===== config.mk =====
export PLATFORM = sky130hd
export DESIGN_NAME = round_robin_task_slot_scheduler
export DESIGN_NICKNAME = d
export VERILOG_FILES = /design/src/rtl/core/rrtss_pkg.sv /design/src/rtl/core/rrtss_ctrl.sv /design/src/rtl/core/rrtss_datapath.sv /design/src/rtl/core/round_robin_task_slot_scheduler.sv
export SDC_FILE = /design/constraint.sdc
export NUM_CORES = 1
export LEC_CHECK = 0
export BUFFER_PORTS_ARGS = -buffer_cell sky130_fd_sc_hd__clkbuf_2
export CAP_MARGIN = 20
export CORE_MARGIN = 2
export CORE_UTILIZATION = 30
export DETAILED_ROUTE_END_ITERATION = 10
export GPL_ROUTABILITY_DRIVEN = 0
export HOLD_SLACK_MARGIN = 0.12
export PLACE_DENSITY_LB_ADDON = 0.3
export SLEW_MARGIN = 0
export SYNTH_ARGS = -nofsm -noshare
export SYNTH_HDL_FRONTEND = slang
export SYNTH_SLANG_ARGS = --single-unit

===== constraint.sdc =====
create_clock -name clk -period 3.95 [get_ports clk]
set_input_delay 0.79 -clock clk [delete_from_list [all_inputs] [get_ports clk]]
set_output_delay 0.79 -clock clk [all_outputs]
set_load 0.005 [all_outputs]

===== src/rtl/core/rrtss_pkg.sv =====
`timescale 1ns / 1ps

package rrtss_pkg;

    localparam int KIND_W    = 3;
    localparam int ID_W      = 5;
    localparam int STATUS_W  = 2;
    localparam int S_TDATA_W = 8;
    localparam int S_TUSER_W = 3;
    localparam int M_TDATA_W = 24;

    localparam logic [KIND_W-1:0] KIND_CREATE = 3'd0;
    localparam logic [KIND_W-1:0] KIND_REMOVE = 3'd1;
    localparam logic [KIND_W-1:0] KIND_TICK   = 3'd2;
    localparam logic [KIND_W-1:0] KIND_YIELD  = 3'd3;
    localparam logic [KIND_W-1:0] KIND_PREV   = 3'd4;

    localparam logic [STATUS_W-1:0] STS_OK      = 2'd0;
    localparam logic [STATUS_W-1:0] STS_FULL    = 2'd1;
    localparam logic [STATUS_W-1:0] STS_BAD_ID  = 2'd2;
    localparam logic [STATUS_W-1:0] STS_NO_TASK = 2'd3;

    typedef enum logic [1:0] {
        SCAN_CREATE,
        SCAN_NEXT_QUIET,
        SCAN_NEXT,
        SCAN_PREV
    } scan_mode_t;

    typedef enum logic [1:0] {
        ST_IDLE,
        ST_SCAN,
        ST_RESP
    } ctrl_state_t;

    typedef struct packed {
        logic start;
        logic step;
        logic resolve_hit;
        logic resolve_miss;
        logic emit;
    } dp_cmd_t;

    typedef struct packed {
        logic need_scan;
        logic hit;
        logic exhausted;
    } dp_sts_t;

endpackage


===== src/rtl/core/rrtss_ctrl.sv =====
`timescale 1ns / 1ps

module rrtss_ctrl
(
    input  logic               clk,
    input  logic               rst_n,
    input  logic               s_tvalid,
    output logic               s_tready,
    output logic               m_tvalid,
    input  logic               m_tready,
    input  rrtss_pkg::dp_sts_t sts,
    output rrtss_pkg::dp_cmd_t cmd
);
    import rrtss_pkg::*;

    ctrl_state_t state_reg;
    ctrl_state_t state_next;
    logic        m_valid_reg;
    logic        m_valid_next;
    logic        out_free;

    assign out_free = !m_valid_reg || m_tready;
    assign m_tvalid = m_valid_reg;
    assign s_tready = (state_reg == ST_IDLE);

    always_comb
    begin
        state_next = state_reg;
        unique case (state_reg)
            ST_IDLE:
            begin
                if (s_tvalid)
                begin
                    state_next = sts.need_scan ? ST_SCAN : ST_RESP;
                end
            end
            ST_SCAN:
            begin
                if (sts.exhausted || sts.hit)
                begin
                    state_next = ST_RESP;
                end
            end
            ST_RESP:
            begin
                if (out_free)
                begin
                    state_next = ST_IDLE;
                end
            end
            default:
            begin
                state_next = ST_IDLE;
            end
        endcase

        if (cmd.emit)
        begin
            m_valid_next = 1'b1;
        end
        else if (m_tready)
        begin
            m_valid_next = 1'b0;
        end
        else
        begin
            m_valid_next = m_valid_reg;
        end
    end

    always_comb
    begin
        cmd = '0;
        unique case (state_reg)
            ST_IDLE:
            begin
                cmd.start = s_tvalid;
            end
            ST_SCAN:
            begin
                if (sts.exhausted)
                begin
                    cmd.resolve_miss = 1'b1;
                end
                else if (sts.hit)
                begin
                    cmd.resolve_hit = 1'b1;
                end
                else
                begin
                    cmd.step = 1'b1;
                end
            end
            ST_RESP:
            begin
                cmd.emit = out_free;
            end
            default:
            begin
                cmd = '0;
            end
        endcase
    end

    always_ff @(posedge clk or negedge rst_n)
    begin
        if (!rst_n)
        begin
            state_reg   <= ST_IDLE;
            m_valid_reg <= 1'b0;
        end
        else
        begin
            state_reg   <= state_next;
            m_valid_reg <= m_valid_next;
        end
    end

endmodule


===== src/rtl/core/rrtss_datapath.sv =====
`timescale 1ns / 1ps

module rrtss_datapath
#(
    parameter int MAX_TASKS = 32
)
(
    input  logic                           clk,
    input  logic                           rst_n,
    input  rrtss_pkg::dp_cmd_t             cmd,
    output rrtss_pkg::dp_sts_t             sts,
    input  logic [rrtss_pkg::KIND_W-1:0]   kind,
    input  logic [rrtss_pkg::ID_W-1:0]     task_id,
    output logic [rrtss_pkg::STATUS_W-1:0] status,
    output logic [rrtss_pkg::ID_W-1:0]     assigned_id,
    output logic [rrtss_pkg::ID_W-1:0]     current_task,
    output logic [rrtss_pkg::ID_W-1:0]     previous_task,
    output logic                           switched
);
    import rrtss_pkg::*;

    localparam int IW = $clog2(MAX_TASKS);
    localparam int HW = $clog2(MAX_TASKS + 1);
    localparam int CW = (HW > ID_W) ? HW : ID_W;

    // architectural state
    logic [MAX_TASKS-1:0] used_reg, used_next;
    logic [HW-1:0]        hw_reg, hw_next;
    logic [IW-1:0]        run_reg, run_next;
    logic                 flag_reg, flag_next;

    // scan and item state
    scan_mode_t           mode_reg, mode_next;
    logic [IW-1:0]        cand_reg, cand_next;
    logic [HW-1:0]        left_reg, left_next;
    logic [IW-1:0]        before_reg, before_next;
    logic [STATUS_W-1:0]  res_sts_reg, res_sts_next;
    logic [IW-1:0]        asg_reg, asg_next;

    // output item
    logic [STATUS_W-1:0]  o_sts_reg, o_sts_next;
    logic [ID_W-1:0]      o_asg_reg, o_asg_next;
    logic [ID_W-1:0]      o_cur_reg, o_cur_next;
    logic [ID_W-1:0]      o_prev_reg, o_prev_next;
    logic                 o_sw_reg, o_sw_next;

    logic [CW-1:0]        id_ext;
    logic                 id_bad;
    logic [IW-1:0]        id_slot;
    logic [CW-1:0]        asg_ext, run_ext, before_ext;

    function automatic logic [IW-1:0] slot_up(input logic [IW-1:0] p, input logic [HW-1:0] hw);
        logic [CW-1:0] inc;
        inc = CW'(p) + CW'(1);
        if (inc == CW'(hw))
        begin
            return '0;
        end
        return inc[IW-1:0];
    endfunction

    function automatic logic [IW-1:0] slot_dn(input logic [IW-1:0] p, input logic [HW-1:0] hw);
        logic [HW-1:0] top;
        top = hw - HW'(1);
        if (p == '0)
        begin
            return top[IW-1:0];
        end
        return p - IW'(1);
    endfunction

    assign id_ext  = CW'(task_id);
    assign id_bad  = (task_id == '0) || (id_ext >= CW'(hw_reg));
    assign id_slot = id_ext[IW-1:0];

    assign asg_ext    = CW'(asg_reg);
    assign run_ext    = CW'(run_reg);
    assign before_ext = CW'(before_reg);

    always_comb
    begin
        unique case (kind)
            KIND_CREATE: sts.need_scan = 1'b1;
            KIND_REMOVE: sts.need_scan = !id_bad;
            KIND_TICK:   sts.need_scan = !flag_reg;
            KIND_YIELD:  sts.need_scan = 1'b1;
            KIND_PREV:   sts.need_scan = 1'b1;
            default:     sts.need_scan = 1'b0;
        endcase
        sts.exhausted = (left_reg == '0);
        if (mode_reg == SCAN_CREATE)
        begin
            sts.hit = !sts.exhausted && !used_reg[cand_reg];
        end
        else
        begin
            sts.hit = !sts.exhausted && used_reg[cand_reg];
        end
    end

    always_comb
    begin
        used_next    = used_reg;
        hw_next      = hw_reg;
        run_next     = run_reg;
        flag_next    = flag_reg;
        mode_next    = mode_reg;
        cand_next    = cand_reg;
        left_next    = left_reg;
        before_next  = before_reg;
        res_sts_next = res_sts_reg;
        asg_next     = asg_reg;
        o_sts_next   = o_sts_reg;
        o_asg_next   = o_asg_reg;
        o_cur_next   = o_cur_reg;
        o_prev_next  = o_prev_reg;
        o_sw_next    = o_sw_reg;

        if (cmd.start)
        begin
            before_next  = run_reg;
            res_sts_next = STS_OK;
            asg_next     = '0;
            left_next    = '0;
            unique case (kind)
                KIND_CREATE:
                begin
                    mode_next = SCAN_CREATE;
                    cand_next = '0;
                    left_next = hw_reg;
                end
                KIND_REMOVE:
                begin
                    if (id_bad)
                    begin
                        res_sts_next = STS_BAD_ID;
                    end
                    else
                    begin
                        used_next[id_slot] = 1'b0;
                        mode_next = SCAN_NEXT_QUIET;
                        cand_next = slot_up(run_reg, hw_reg);
                        left_next = hw_reg - HW'(1);
                    end
                end
                KIND_TICK:
                begin
                    if (flag_reg)
                    begin
                        flag_next = 1'b0;
                    end
                    else
                    begin
                        mode_next = SCAN_NEXT;
                        cand_next = slot_up(run_reg, hw_reg);
                        left_next = hw_reg - HW'(1);
                    end
                end
                KIND_YIELD:
                begin
                    flag_next = 1'b1;
                    mode_next = SCAN_NEXT;
                    cand_next = slot_up(run_reg, hw_reg);
                    left_next = hw_reg - HW'(1);
                end
                KIND_PREV:
                begin
                    mode_next = SCAN_PREV;
                    cand_next = slot_dn(run_reg, hw_reg);
                    left_next = hw_reg - HW'(1);
                end
                default:
                begin
                    mode_next = mode_reg;
                end
            endcase
        end

        if (cmd.step)
        begin
            if (mode_reg == SCAN_PREV)
            begin
                cand_next = slot_dn(cand_reg, hw_reg);
            end
            else
            begin
                cand_next = slot_up(cand_reg, hw_reg);
            end
            left_next = left_reg - HW'(1);
        end

        if (cmd.resolve_hit)
        begin
            if (mode_reg == SCAN_CREATE)
            begin
                used_next[cand_reg] = 1'b1;
                asg_next = cand_reg;
            end
            else
            begin
                run_next = cand_reg;
            end
        end

        if (cmd.resolve_miss)
        begin
            unique case (mode_reg)
                SCAN_CREATE:
                begin
                    if (hw_reg != HW'(MAX_TASKS))
                    begin
                        used_next[hw_reg[IW-1:0]] = 1'b1;
                        asg_next = hw_reg[IW-1:0];
                        hw_next  = hw_reg + HW'(1);
                    end
                    else
                    begin
                        res_sts_next = STS_FULL;
                    end
                end
                SCAN_NEXT_QUIET:
                begin
                    res_sts_next = STS_OK;
                end
                SCAN_NEXT, SCAN_PREV:
                begin
                    res_sts_next = STS_NO_TASK;
                end
                default:
                begin
                    res_sts_next = res_sts_reg;
                end
            endcase
        end

        if (cmd.emit)
        begin
            o_sts_next  = res_sts_reg;
            o_asg_next  = asg_ext[ID_W-1:0];
            o_cur_next  = run_ext[ID_W-1:0];
            o_prev_next = before_ext[ID_W-1:0];
            o_sw_next   = (run_reg != before_reg);
        end
    end

    always_ff @(posedge clk or negedge rst_n)
    begin
        if (!rst_n)
        begin
            used_reg <= MAX_TASKS'(1);
            hw_reg   <= HW'(1);
            run_reg  <= '0;
            flag_reg <= 1'b0;
            mode_reg <= SCAN_CREATE;
            left_reg <= '0;
        end
        else
        begin
            used_reg <= used_next;
            hw_reg   <= hw_next;
            run_reg  <= run_next;
            flag_reg <= flag_next;
            mode_reg <= mode_next;
            left_reg <= left_next;
        end
    end

    always_ff @(posedge clk)
    begin
        cand_reg    <= cand_next;
        before_reg  <= before_next;
        res_sts_reg <= res_sts_next;
        asg_reg     <= asg_next;
        o_sts_reg   <= o_sts_next;
        o_asg_reg   <= o_asg_next;
        o_cur_reg   <= o_cur_next;
        o_prev_reg  <= o_prev_next;
        o_sw_reg    <= o_sw_next;
    end

    assign status        = o_sts_reg;
    assign assigned_id   = o_asg_reg;
    assign current_task  = o_cur_reg;
    assign previous_task = o_prev_reg;
    assign switched      = o_sw_reg;

endmodule


===== src/rtl/core/round_robin_task_slot_scheduler.sv =====
`timescale 1ns / 1ps

// Round-robin task slot scheduler. One item in, one result item out. The
// item is taken, then a scan visits one slot per cycle (lowest free slot for
// create, next or previous used slot for the switching kinds), then the
// output register is loaded once it is free. No scan is needed for a bad
// remove, a suppressed tick or an unknown kind; otherwise the scan covers the
// slots below high_water, the slot table's high-water mark (slot 0 plus every
// slot ever handed out, at most MAX_TASKS). The next item is taken while a
// result still waits in the output register. Slot numbers on the ports are
// the low 5 bits of the slot.
module round_robin_task_slot_scheduler
#(
    parameter int MAX_TASKS = 32
)
(
    input  logic                            clk,
    input  logic                            rst_n,
    input  logic                            s_tvalid,
    output logic                            s_tready,
    input  logic [rrtss_pkg::S_TDATA_W-1:0] s_tdata,  // task_id[4:0], zero[7:5]
    input  logic [rrtss_pkg::S_TUSER_W-1:0] s_tuser,  // kind[2:0]
    output logic                            m_tvalid,
    input  logic                            m_tready,
    // status[1:0], assigned_id[6:2], current_task[11:7], previous_task[16:12],
    // switched[17], zero[23:18]
    output logic [rrtss_pkg::M_TDATA_W-1:0] m_tdata
);
    import rrtss_pkg::*;

    dp_cmd_t             cmd;
    dp_sts_t             sts;
    logic [STATUS_W-1:0] status;
    logic [ID_W-1:0]     assigned_id;
    logic [ID_W-1:0]     current_task;
    logic [ID_W-1:0]     previous_task;
    logic                switched;

    rrtss_ctrl u_ctrl
    (
        .clk      (clk),
        .rst_n    (rst_n),
        .s_tvalid (s_tvalid),
        .s_tready (s_tready),
        .m_tvalid (m_tvalid),
        .m_tready (m_tready),
        .sts      (sts),
        .cmd      (cmd)
    );

    rrtss_datapath #(
        .MAX_TASKS (MAX_TASKS)
    ) u_datapath
    (
        .clk           (clk),
        .rst_n         (rst_n),
        .cmd           (cmd),
        .sts           (sts),
        .kind          (s_tuser[KIND_W-1:0]),
        .task_id       (s_tdata[ID_W-1:0]),
        .status        (status),
        .assigned_id   (assigned_id),
        .current_task  (current_task),
        .previous_task (previous_task),
        .switched      (switched)
    );

    assign m_tdata = {6'd0, switched, previous_task, current_task, assigned_id, status};

endmodule


==> impl_summary.txt <==
----------------------------------------------------
[Floorplan]
  Horizontal die dimension ... 137 µm
  Chip height ... 137 µm
  Effective utilization at floorplan ... 30.8%
  Placeable core region ... 0.0174 mm²
  Die Footprint ... 0.0189 mm²
  Core Rows ... 48
  Top Ports ... 41

[Clocking]
  H-tree levels ... 3
  Clock tree from TritonCTS ... yes
  Insertion delay to the later sink of the worst-skew pair ... 0.35 ns
  Reg clk slew, reported paths ... 0.07 ns
  Maximum buffer depth of the clock tree ... 2
  Post-CTS resize count ... 0
  Cts-stage hold buffer count ... 0
  Buffer cell driving the clock tree root ... sky130_fd_sc_hd__clkbuf_16
  Clock buffer count from CTS ... 9
  Buffer count from post-CTS setup fixing ... 0
  Number of sinks on the clock net ... 90

[Critical path]
  Cell breakdown of the critical path ... mux4_2, a32oi_1, a31oi_1, nor3_2, xnor2_1, or4_1, a311o_1
  Number of cells on the worst reg-to-reg path ... 7
  Register-to-register path setup slack ... 0.71 ns
  Type of the setup path with the least slack ... reg2reg
  Maximum fanout along the worst path ... 10
  Timing startpoint of the critical path ... u_datapath.cand_reg[0]
  Worst Path Required ... 4.19 ns
  CP Capture Type ... register
  Worst flop-to-flop path startpoint ... u_datapath.cand_reg[0]
  Crit-path max cell delay ... 0.73 ns
  End of the critical path ... u_datapath.left_reg[5]
  Critical Path Stages ... 7
  Cell at the slowest stage of the critical path ... sky130_fd_sc_hd__edfxtp_1
  Critical path buffer and inverter count ... 0
  Startpoint type of the worst setup path ... register
  Capturing point of the worst reg2reg path ... u_datapath.left_reg[5]
  Top Family by Delay on Critical Path ... simple AND/OR/NAND/NOR gates
  WP data arrival ... 3.47 ns

[STA]
  Total count of hold-check failures in the final report ... 0
  Setup repair after global routing missed its margin ... no
  Final Slew Violations ... 0
  Timing-limited maximum frequency ... 0.309 GHz
  Final sum of negative setup slack ... 0 ns
  Final worst path period share ... 82.0%
  Worst slew pin tran ... 0.980 ns
  Total setup violations reported at the end of the flow ... 0
  Relative slew margins ... 34.6%
  Min cycle time layout ... 3.24 ns
  Final Skew ... 0.00778 ns

[Hold path]
  Path type of the worst min-delay path ... in2async

[Finish]
  Fraction of final layout cells sized beyond drive strength 1 ... 16.1%
  Leading cell type in the layout, fill and taps excluded ... sky130_fd_sc_hd__dfrtp_1
  FILL cells ... 1746
  Most frequent cells in the layout ... sky130_fd_sc_hd__dfrtp_1, sky130_fd_sc_hd__o21ai_0, sky130_fd_sc_hd__nand2_1
  Final-stage net count ... 605
  Number of diodes ... 0
  Max FFs per register ... 32
  Layout-stage area growth over the synthesis result ... 13.8%

[Global route]
  First-pass GRT wire length ... 25100 µm
  Total congestion overflow after global routing ... 0
  Total routing usage reported by global routing ... 17.4%
  Antenna violations before repair ... 0
  Number of global-route vias before repair ... 4596
  Largest net degree at the start of global routing ... 35

[Yosys]
  Seq cells post-synth ... 90
  Number of flops mapped to enable cells by yosys ... 28
  Combined area of all synthesized cells ... 0.00534 mm²
  Yosys cell types ... 68
  Register area share after synthesis ... 44.2%
  Number of warnings issued by yosys ... 0
  Instance count of the mapped netlist ... 547
  Flip-flop cell with the highest count after synthesis ... sky130_fd_sc_hd__dfrtp_1
  Ys async rst share ... 61.1%
  Mean cell area of the mapped netlist ... 9.77 µm²

[Run status]
  Run status ... complete, no violations

[Route]
  Routed length per placed instance ... 19.5 µm
  Vias after detailed routing ... 4593
  Total Routed Length ... 15700 µm
  Post-route DRC violation count ... 0
  Antenna viol nets, final ... 0
  Average vias per placed instance ... 5.71
  Number of iterations in the first detailed-routing pass ... 5
  Number of DRC markers after the initial detailed-route iteration ... 479

[Power]
  Ratio of total power to cell area ... 658 mW/mm²
  Leak ... 2.18 nW
  Highest ir drop seen on vdd ... 0.000256 V
  Final total power ... 4.00 mW

[Place]
  DP HPWL ... 11200 µm
  I/O Buffers ... 31

[Flow run]
  Number of violations of the max-capacitance limit ... 0

----------------------------------------------------
## metal layers
layer	up-vias	track usage [%]	routed length, µm
li1	2099	-	-
met1	2281	22.6	6890
met2	179	28.3	7510
met3	34	3.79	933
met4	0	7.04	379
met5	-	0	0
## kinds of logic after synthesis
kind of cell               after synthesis  share of synthesized area, %
buffers and inverters                   64                          5.36
muxes                                   18                          5.24
xor gates and xnor gates                32                          5.24
and+or+nand+nor                        169                          16.1
adders and majority gates               16                          3.75
AOI/OAI and AO/OA                      157                          20.1
other                                    1                        0.0702
DFF                                     90                          44.2
## power by group
group / switching, mW / internal (mW)
Sequential: 0.286 / 1.24
Combinational: 0.930 / 0.646
Clock: 0.395 / 0.503
## metrics by stage
stage / setup slack (ns) / cells / area, µm² / utilization [%] / hold slack [ns]
3_5_place_dp: 0.728 / 788 / 5770 / 33.3 / 0.420
4_1_cts: 0.701 / 804 / 6080 / 35.0 / 0.327
6_report: 0.713 / 804 / 6080 / 35.0 / 0.326
5_1_grt: 0.502 / 804 / 6080 / 35.0 / 0.330
3_3_place_gp: 0.763 / 787 / 5750 / 33.1 / 0.427
2_1_floorplan: 1.07 / 552 / 5360 / - / 0.408
## Yosys cell counts (all sizes together), types with 7 or more instances
| master | instances | area share [%] |
|---|---|---|
| nor2b | 7 | 0.82 |
| buf | 15 | 1.9 |
| o21ai | 50 | 4.7 |
| a21oi | 24 | 2.2 |
| nor4 | 7 | 0.94 |
| mux4 | 7 | 3.0 |
| mux2 | 7 | 1.5 |
| inv | 20 | 1.4 |
| dfxtp | 7 | 2.6 |
| a211oi | 8 | 1.1 |
| dfrtp | 53 | 25 |
| nand2 | 46 | 3.2 |
| nand3 | 27 | 2.5 |
| ha | 16 | 3.7 |
| nor3 | 20 | 2.0 |
| nor2 | 24 | 1.7 |
| xor2 | 9 | 1.5 |
| edfxtp | 28 | 16 |
| clkbuf | 26 | 1.8 |
| xnor2 | 23 | 3.8 |
| o221ai | 28 | 4.6 |
| nand2b | 8 | 0.94 |
## worst min-delay path by stage
stage,endpoint,slack (ns),cells after the start
6_report,u_datapath.used_reg[7],0.33,1
2_1_floorplan,u_datapath.assigned_id[1],0.41,0
3_3_place_gp,u_datapath.status[1],0.43,0
5_1_grt,u_datapath.used_reg[7],0.33,1
3_5_place_dp,u_datapath.status[1],0.42,0
4_1_cts,u_datapath.used_reg[5],0.33,1
## layout make-up
type	count	area, µm²	share of cell area, %
multi-input combinational	398	2720	44.7
inverter	23	86.3	1.42
clock inverter	7	81.3	1.34
clock buffer	9	225	3.70
timing repair buffer	52	325	5.35
tap	225	282	4.63
sequential	90	2360	38.8
Note: power is estimated with default switching activity, not from simulation.
